--- config.mk ---
export PLATFORM = sky130hd
export DESIGN_NAME = hvd_cordic_vec
export DESIGN_NICKNAME = d
export VERILOG_FILES = /design/src/sv/hvd_pkg.sv /design/src/sv/hvd_cordic_vec.sv
export SDC_FILE = /design/constraint.sdc
export NUM_CORES = 1
export LEC_CHECK = 0
export BUFFER_PORTS_ARGS = -buffer_cell sky130_fd_sc_hd__buf_2
export CORE_ASPECT_RATIO = 0.9
export CORE_MARGIN = 2
export CORE_UTILIZATION = 24
export CTS_CLUSTER_SIZE = 25
export DETAILED_ROUTE_END_ITERATION = 10
export PLACE_DENSITY_LB_ADDON = 0.12
export SLEW_MARGIN = 15
export SYNTH_ARGS = -nofsm -noshare
export SYNTH_HDL_FRONTEND = slang
export SYNTH_SLANG_ARGS = --single-unit
--- constraint.sdc ---
create_clock -name clock -period 0.8 [get_ports clock]
set_input_delay 0.08 -clock clock [delete_from_list [all_inputs] [get_ports clock]]
set_output_delay 0.08 -clock clock [all_outputs]
set_load 0.01 [all_outputs]
--- src/sv/hvd_pkg.sv ---
`timescale 1ns / 1ps
// Package: shared types, constants and tables of the haversine distance pipeline.
package hvd_pkg;

   // Field widths
   localparam int LAT_W    = 28;
   localparam int LON_W    = 29;
   localparam int RADIUS_W = 16;
   localparam int DIST_W   = 34;

   // Internal formats: angles, sines and roots are Q30
   localparam int ANG_W  = 31;
   localparam int CORD_W = 34;
   localparam int ROOT_W = 31;

   // Four angle lanes travel through the front end and the rotation CORDIC
   localparam int NLANES     = 4;
   localparam int LANE_COS_A = 0;
   localparam int LANE_COS_B = 1;
   localparam int LANE_HLAT  = 2;
   localparam int LANE_HLON  = 3;

   // CORDIC depth (12..32), two iterations per register stage
   localparam int CORDIC_ITERATIONS = 24;
   localparam int CORDIC_PER_STAGE  = 2;
   localparam int CORDIC_STAGES     =
      (CORDIC_ITERATIONS + CORDIC_PER_STAGE - 1) / CORDIC_PER_STAGE;

   localparam logic [30:0] ONE_Q30      = 31'h4000_0000;
   localparam logic [30:0] HALF_PI_Q30  = 31'd1686629713;
   localparam logic [31:0] PI_Q30       = 32'd3373259426;
   localparam logic [30:0] KINV_Q30     = 31'd652032874;
   localparam logic [29:0] PI_Q28       = 30'd843314856;
   localparam logic [15:0] RADIUS_RESET = 16'd6371;

   typedef logic signed [CORD_W-1:0] cord_type;
   typedef logic [ANG_W-1:0]         angle_type;
   typedef logic [ROOT_W-1:0]        root_type;

   // atan(2^-i) in Q30, truncated
   localparam cord_type ATAN_Q30 [32] = '{
      34'sh3243F6A8, 34'sh1DAC6705, 34'sh0FADBAFC, 34'sh07F56EA6,
      34'sh03FEAB76, 34'sh01FFD55B, 34'sh00FFFAAA, 34'sh007FFF55,
      34'sh003FFFEA, 34'sh001FFFFD, 34'sh000FFFFF, 34'sh0007FFFF,
      34'sh0003FFFF, 34'sh0001FFFF, 34'sh0000FFFF, 34'sh00007FFF,
      34'sh00003FFF, 34'sh00001FFF, 34'sh00000FFF, 34'sh000007FF,
      34'sh000003FF, 34'sh000001FF, 34'sh000000FF, 34'sh0000007F,
      34'sh0000003F, 34'sh0000001F, 34'sh0000000F, 34'sh00000008,
      34'sh00000004, 34'sh00000002, 34'sh00000001, 34'sh00000000
   };

endpackage

--- src/sv/hvd_cordic_vec.sv ---
`timescale 1ns / 1ps
// Pipelined vectoring-mode CORDIC for the central angle, then scaling by the radius.
module hvd_cordic_vec (
   input  logic                          clock,
   input  logic                          reset,
   input  logic                          in_valid,
   input  hvd_pkg::root_type             in_x,
   input  hvd_pkg::root_type             in_y,
   input  logic [hvd_pkg::RADIUS_W-1:0]  radius,
   output logic                          out_valid,
   output logic [hvd_pkg::DIST_W-1:0]    out_distance
);

   localparam int LAST = hvd_pkg::CORDIC_STAGES - 1;
   localparam int MUL_W = hvd_pkg::RADIUS_W + hvd_pkg::ANG_W;
   localparam logic [MUL_W:0] ROUND_OFS = (MUL_W + 1)'(4096);

   logic              v_ff [hvd_pkg::CORDIC_STAGES];
   hvd_pkg::cord_type x_ff [hvd_pkg::CORDIC_STAGES];
   hvd_pkg::cord_type y_ff [hvd_pkg::CORDIC_STAGES];
   hvd_pkg::cord_type z_ff [hvd_pkg::CORDIC_STAGES];

   for (genvar s = 0; s < hvd_pkg::CORDIC_STAGES; s++) begin : g_stage
      logic              src_v;
      hvd_pkg::cord_type src_x, src_y, src_z;
      hvd_pkg::cord_type x_in, y_in, z_in;

      if (s == 0) begin : g_first
         always_comb begin
            src_v = in_valid;
            src_x = hvd_pkg::cord_type'({3'b000, in_x});
            src_y = hvd_pkg::cord_type'({3'b000, in_y});
            src_z = '0;
         end
      end else begin : g_next
         always_comb begin
            src_v = v_ff[s-1];
            src_x = x_ff[s-1];
            src_y = y_ff[s-1];
            src_z = z_ff[s-1];
         end
      end

      // Drive y toward zero, accumulate the angle in z
      always_comb begin
         hvd_pkg::cord_type xv, yv, zv, dx, dy;
         xv = src_x;
         yv = src_y;
         zv = src_z;
         dx = '0;
         dy = '0;
         for (int j = 0; j < hvd_pkg::CORDIC_PER_STAGE; j++) begin
            if (s * hvd_pkg::CORDIC_PER_STAGE + j < hvd_pkg::CORDIC_ITERATIONS) begin
               dx = yv >>> (s * hvd_pkg::CORDIC_PER_STAGE + j);
               dy = xv >>> (s * hvd_pkg::CORDIC_PER_STAGE + j);
               if (yv > 0) begin
                  xv = xv + dx;
                  yv = yv - dy;
                  zv = zv + hvd_pkg::ATAN_Q30[5'(s * hvd_pkg::CORDIC_PER_STAGE + j)];
               end else begin
                  xv = xv - dx;
                  yv = yv + dy;
                  zv = zv - hvd_pkg::ATAN_Q30[5'(s * hvd_pkg::CORDIC_PER_STAGE + j)];
               end
            end
         end
         x_in = xv;
         y_in = yv;
         z_in = zv;
      end

      always_ff @(posedge clock) begin
         if (reset) v_ff[s] <= 1'b0;
         else v_ff[s] <= src_v;
         x_ff[s] <= x_in;
         y_ff[s] <= y_in;
         z_ff[s] <= z_in;
      end
   end

   // Negative angle reads as zero, then R * angle
   hvd_pkg::angle_type ang;
   logic               mv_ff;
   logic [MUL_W-1:0]   mp_ff;

   assign ang = z_ff[LAST][hvd_pkg::CORD_W-1] ? '0 : z_ff[LAST][hvd_pkg::ANG_W-1:0];

   always_ff @(posedge clock) begin
      if (reset) mv_ff <= 1'b0;
      else mv_ff <= v_ff[LAST];
      mp_ff <= MUL_W'(radius) * MUL_W'(ang);
   end

   // Q30 angle doubled, to Q16 km, rounded half up
   logic                       dv_ff;
   logic [hvd_pkg::DIST_W-1:0] dist_ff;

   always_ff @(posedge clock) begin
      if (reset) dv_ff <= 1'b0;
      else dv_ff <= mv_ff;
      dist_ff <= hvd_pkg::DIST_W'(((MUL_W + 1)'(mp_ff) + ROUND_OFS) >> 13);
   end

   assign out_valid    = dv_ff;
   assign out_distance = dist_ff;

   // Both start coordinates are non-negative, so x only grows
   a_x_positive: assert property (@(posedge clock) disable iff (reset)
      v_ff[LAST] |-> !x_ff[LAST][hvd_pkg::CORD_W-1])
      else $error("vectoring x went negative");

endmodule
# --- Word level (Yosys, flattened, before mapping) ---
# Memory sizes are Yosys's and may differ from the RTL's. A register that Yosys moved wholly into a read port is not among the register bits.
# Index checks and enable logic that the tools add are counted.
totals:
  reg_bits: 82
  mem_bits_rw: 1236
  in_bits: 81
  out_inout_bits: 35
  word_cells: 250
  memories: 4
classes:
  add_sub_neg: 126
  multipliers: 1
  order_cmp: 24
  mux: 80
  n_bitwise: 12
mem_list:
  columns: ["name", "words", "width", "read_ports", "rd_clocked_by_memory_dff", "wr", "line", "text"]
  rows:
  - ["x_ff", 12, 34, 11, 0, 12, "hvd_cordic_vec.sv:19", "hvd_pkg::cord_type x_ff [hvd_pkg::CORDIC_STAGES];"]
  - ["y_ff", 12, 34, 11, 0, 12, "hvd_cordic_vec.sv:20", "hvd_pkg::cord_type y_ff [hvd_pkg::CORDIC_STAGES];"]
  - ["z_ff", 12, 34, 8, 0, 12, "hvd_cordic_vec.sv:21", "hvd_pkg::cord_type z_ff [hvd_pkg::CORDIC_STAGES];"]
  - ["v_ff", 12, 1, 12, 1, 12, "hvd_cordic_vec.sv:18", "logic v_ff [hvd_pkg::CORDIC_STAGES];"]
op_table:
  columns: ["op", "count"]
  rows:
  - ["$mux 34", 64]
  - ["$gt 34x1->1 const B", 23]
  - ["$add 34x11->34", 2]
  - ["$add 34x12->34", 2]
  - ["$add 34x13->34", 2]
  - ["$add 34x14->34", 2]
  - ["$add 34x15->34", 2]
  - ["$add 34x16->34", 2]
  - ["$add 34x17->34", 2]
  - ["$add 34x18->34", 2]
  - ["$add 34x19->34", 2]
  - ["$add 34x20->34", 2]
  - ["$add 34x21->34", 2]
  - ["$add 34x22->34", 2]
  - ["$add 34x23->34", 2]
  - ["$add 34x24->34", 2]
  - ["$add 34x25->34", 2]
  - ["$add 34x26->34", 2]
  - ["$add 34x27->34", 2]
  - ["$add 34x28->34", 2]
  - ["$add 34x29->34", 2]
  - ["$add 34x30->34", 2]
  - ["$add 34x31->34", 2]
  - ["$add 34x32->34", 2]
  - ["62 further kinds", 112]

# --- Logic depth before layout (Yosys ltp) ---
# An unclocked memory read counts as a cell.
depth:
  depth_word: 5
  ltp_mapped: 2
  depth_no_buf: 1

# --- Worst setup path before layout ---
# No wires, ideal clock.
synth_path:
  path_type: "flip-flop to flip-flop"
  from: "mem v_ff[10]"
  to: "mem v_ff[11]"
  setup_ns: 0.114
  t_arrival_ns: 0.402
  setup_slack_ns: 0.284
  path_stages_with_launch: 2
  period_less_slack_ns: 0.516
  cell_sequence: "dfxtp_1 > and2b_1"
synth_lines:
  columns: ["element", "line"]
  rows:
  - ["start: declaration", "hvd_cordic_vec.sv:18"]

# --- Final worst setup path ---
layout_path:
  from: "reg dv_ff (netlist: out_valid)"
  to: "out out_valid"
layout_lines:
  columns: ["element", "line", "text"]
  rows:
  - ["start: declaration", "hvd_cordic_vec.sv:95", "logic dv_ff;"]
  - ["start signal: assignment", "hvd_cordic_vec.sv:100", "else dv_ff <= mv_ff;"]
  - ["end: declaration", "hvd_cordic_vec.sv:10", "output logic out_valid,"]
# No word-level cell between the ends.

==> out/results.ini <==
[timing]
period_share=0.967
finalSetupViolCount=0
drv_slew=0
rsz0062_at_grt=yes
skew_ns=0.00349
max_freq_mhz=1290
finalHoldViolations=0
period_needed_ns=0.774

[cts]
clk_latency_ns=0.27
cts_max_level=1
postCtsHoldBufs=0
cts.sinks=14
clockBufferDepth=2
postCtsSetupRepairBufs=0
cts_tree=done
postCtsResizedCells=0
cts-root-buf=clkbuf_4
cts_buffers=3
path_clk_slew_ns=0.08

[cells_and_area]
finalNetCount=152
diodes=0
seqCellArea_um2=280
fillers=299
final_area_um2=633
drive_above_1_share=0.257
multiInputGateArea_um2=244
final_cells=100
syn_to_final_growth_pct=-5.07

[yosys]
synth_seq_cells=14
synth.avg_cell_area_um2=10.4
syn_area_um2=667
synth.distinct_cells=7
synth.most_common_cell=buf_4
yosysSeqAreaShare=0.420
synthTopCellsByCount=buf_4, dfxtp_1, nor2b_2
synth_ff_type=dfxtp_1
ys_warn_count=0
synth-edff-count=0
synth.largest_area_cell=dfxtp_1
synth_area_leaders=dfxtp_1, buf_4, nor2b_2
async_reset_ff_frac=0
syn_inst=64
synth_top_area_frac=0.420

[placement]
portBuffers=3
place.gp.congestion=0.545
placedCellCount=96
dp.final_hpwl_um=428
place_area_um2=597

[routing]
ant_nets=0
vias_per_cell=2.94
routed_wl_um=532
vias=294
wl_per_cell_um=5.32
drc=0
firstDrtPassIters=2
drtIter0Drc=6

[worst_setup_path]
crit_start=out_valid
start_kind=register
rr_worst_depth=1
ff2ff_setup_slack_ns=0.26
max_stage_delay_ns=0.30
endpoint=out_valid
critPathKind=register to primary output
r2r-end=mv_ff
cp.depth=1
cp_data_required_time_ns=0.72
worstPathCellList=buf_2
cp-end-kind=primary output
critPathArrivalTime_ns=0.69
critical_path.top_delay_family=flip-flops
timing.critical_path.buf_inv=1
worst-path-max-fanout=1
rr_startpoint=v_ff[11]
crit_path_top_delay_cell=dfxtp_1

[power]
p_leak_nw=0.311
p_total_mw=1.30
p_per_area_mw_per_mm2=2050
peakVddDrop_mv=0.653

[floorplanning]
initial_utilization=0.247
ios=116
chipHeight_um=54.0
rows=18
coreArea_mm2=0.00270
die-area_mm2=0.00322
die_w_um=59.6

[grt]
antenna_found_initial=0
grt_pass1_wl_um=821
first_global_vias=193
grt_max_degree=10
grt_util_all_layers=0.0403
grt-ovfl-total=0

[flow_run]
maxCapViolations=0

[min_path]
worst_hold_path_type=input port to register

[outcome]
outcome=completed

-- placed cells by master, fill, tap and decap left out, drive strengths merged --
cell type | Yosys | final
nor2b | 11 | 11
buf | 35 | 4
clkbuf | 0 | 4
dfxtp | 14 | 14
and2b | 3 | 3
conb | 1 | 34
-- where the power goes --
group	internal (mW)	switching [mW]
Combinational	0.0199	0.0891
Sequential	0.704	0.00116
Clock	0.276	0.205
Total	1.00	0.295
-- layout make-up --
class	count	area share
Tap cell	30	0.0593
Clock buffer	4	0.0573
Sequential cell	14	0.443
Multi-Input combinational cell	48	0.385
Timing Repair Buffer	4	0.0553
-- sequential cells by signal, indices dropped and copies added (netlist names) --
name       count
mv_ff          1
out_valid      1
v_ff          12
-- how the worst min path moves through the flow --
stage | from | to | slack [ns] | cells past startpoint
floorplan | reset | v_ff[0] | 0.15 | 1
global placement | in_valid | v_ff[0] | 0.30 | 2
detailed placement | in_valid | v_ff[0] | 0.30 | 2
CTS | in_valid | v_ff[0] | 0.008 | 2
global route | in_valid | v_ff[0] | 0.01 | 2
finish | in_valid | v_ff[0] | 0.02 | 2
-- cell families (layout without fill, tap and decap cells) --
kind of cell           count (synthesis)  count (layout)  synth area share
buffers and inverters                 35               8             0.400
AND/OR/NAND/NOR                       14              14             0.174
flip-flops                            14              14             0.420
other                                  1              34           0.00562
-- routing by layer --
metal	part of all wire	track usage	up-vias
li1	-	-	135
met1	0.33	0.0316	129
met2	0.41	0.0568	30
met3	0.26	0.0505	0
met4	0	0.0222	0
met5	0	0	-
-- through the flow --
stage | util | hold WS (ns) | setup WS [ns] | setup TNS [ns]
final | 0.234 | 0.0193 | 0.0261 | 0
after global routing | 0.234 | 0.00989 | -0.0395 | -0.0395
after CTS | 0.234 | 0.00799 | 0.00599 | 0
after detailed placement | 0.221 | 0.301 | 0.171 | 0
after global placement | 0.221 | 0.302 | 0.169 | 0
after floorplan | - | 0.152 | 0.284 | 0
(Power assumes the default switching activity.)
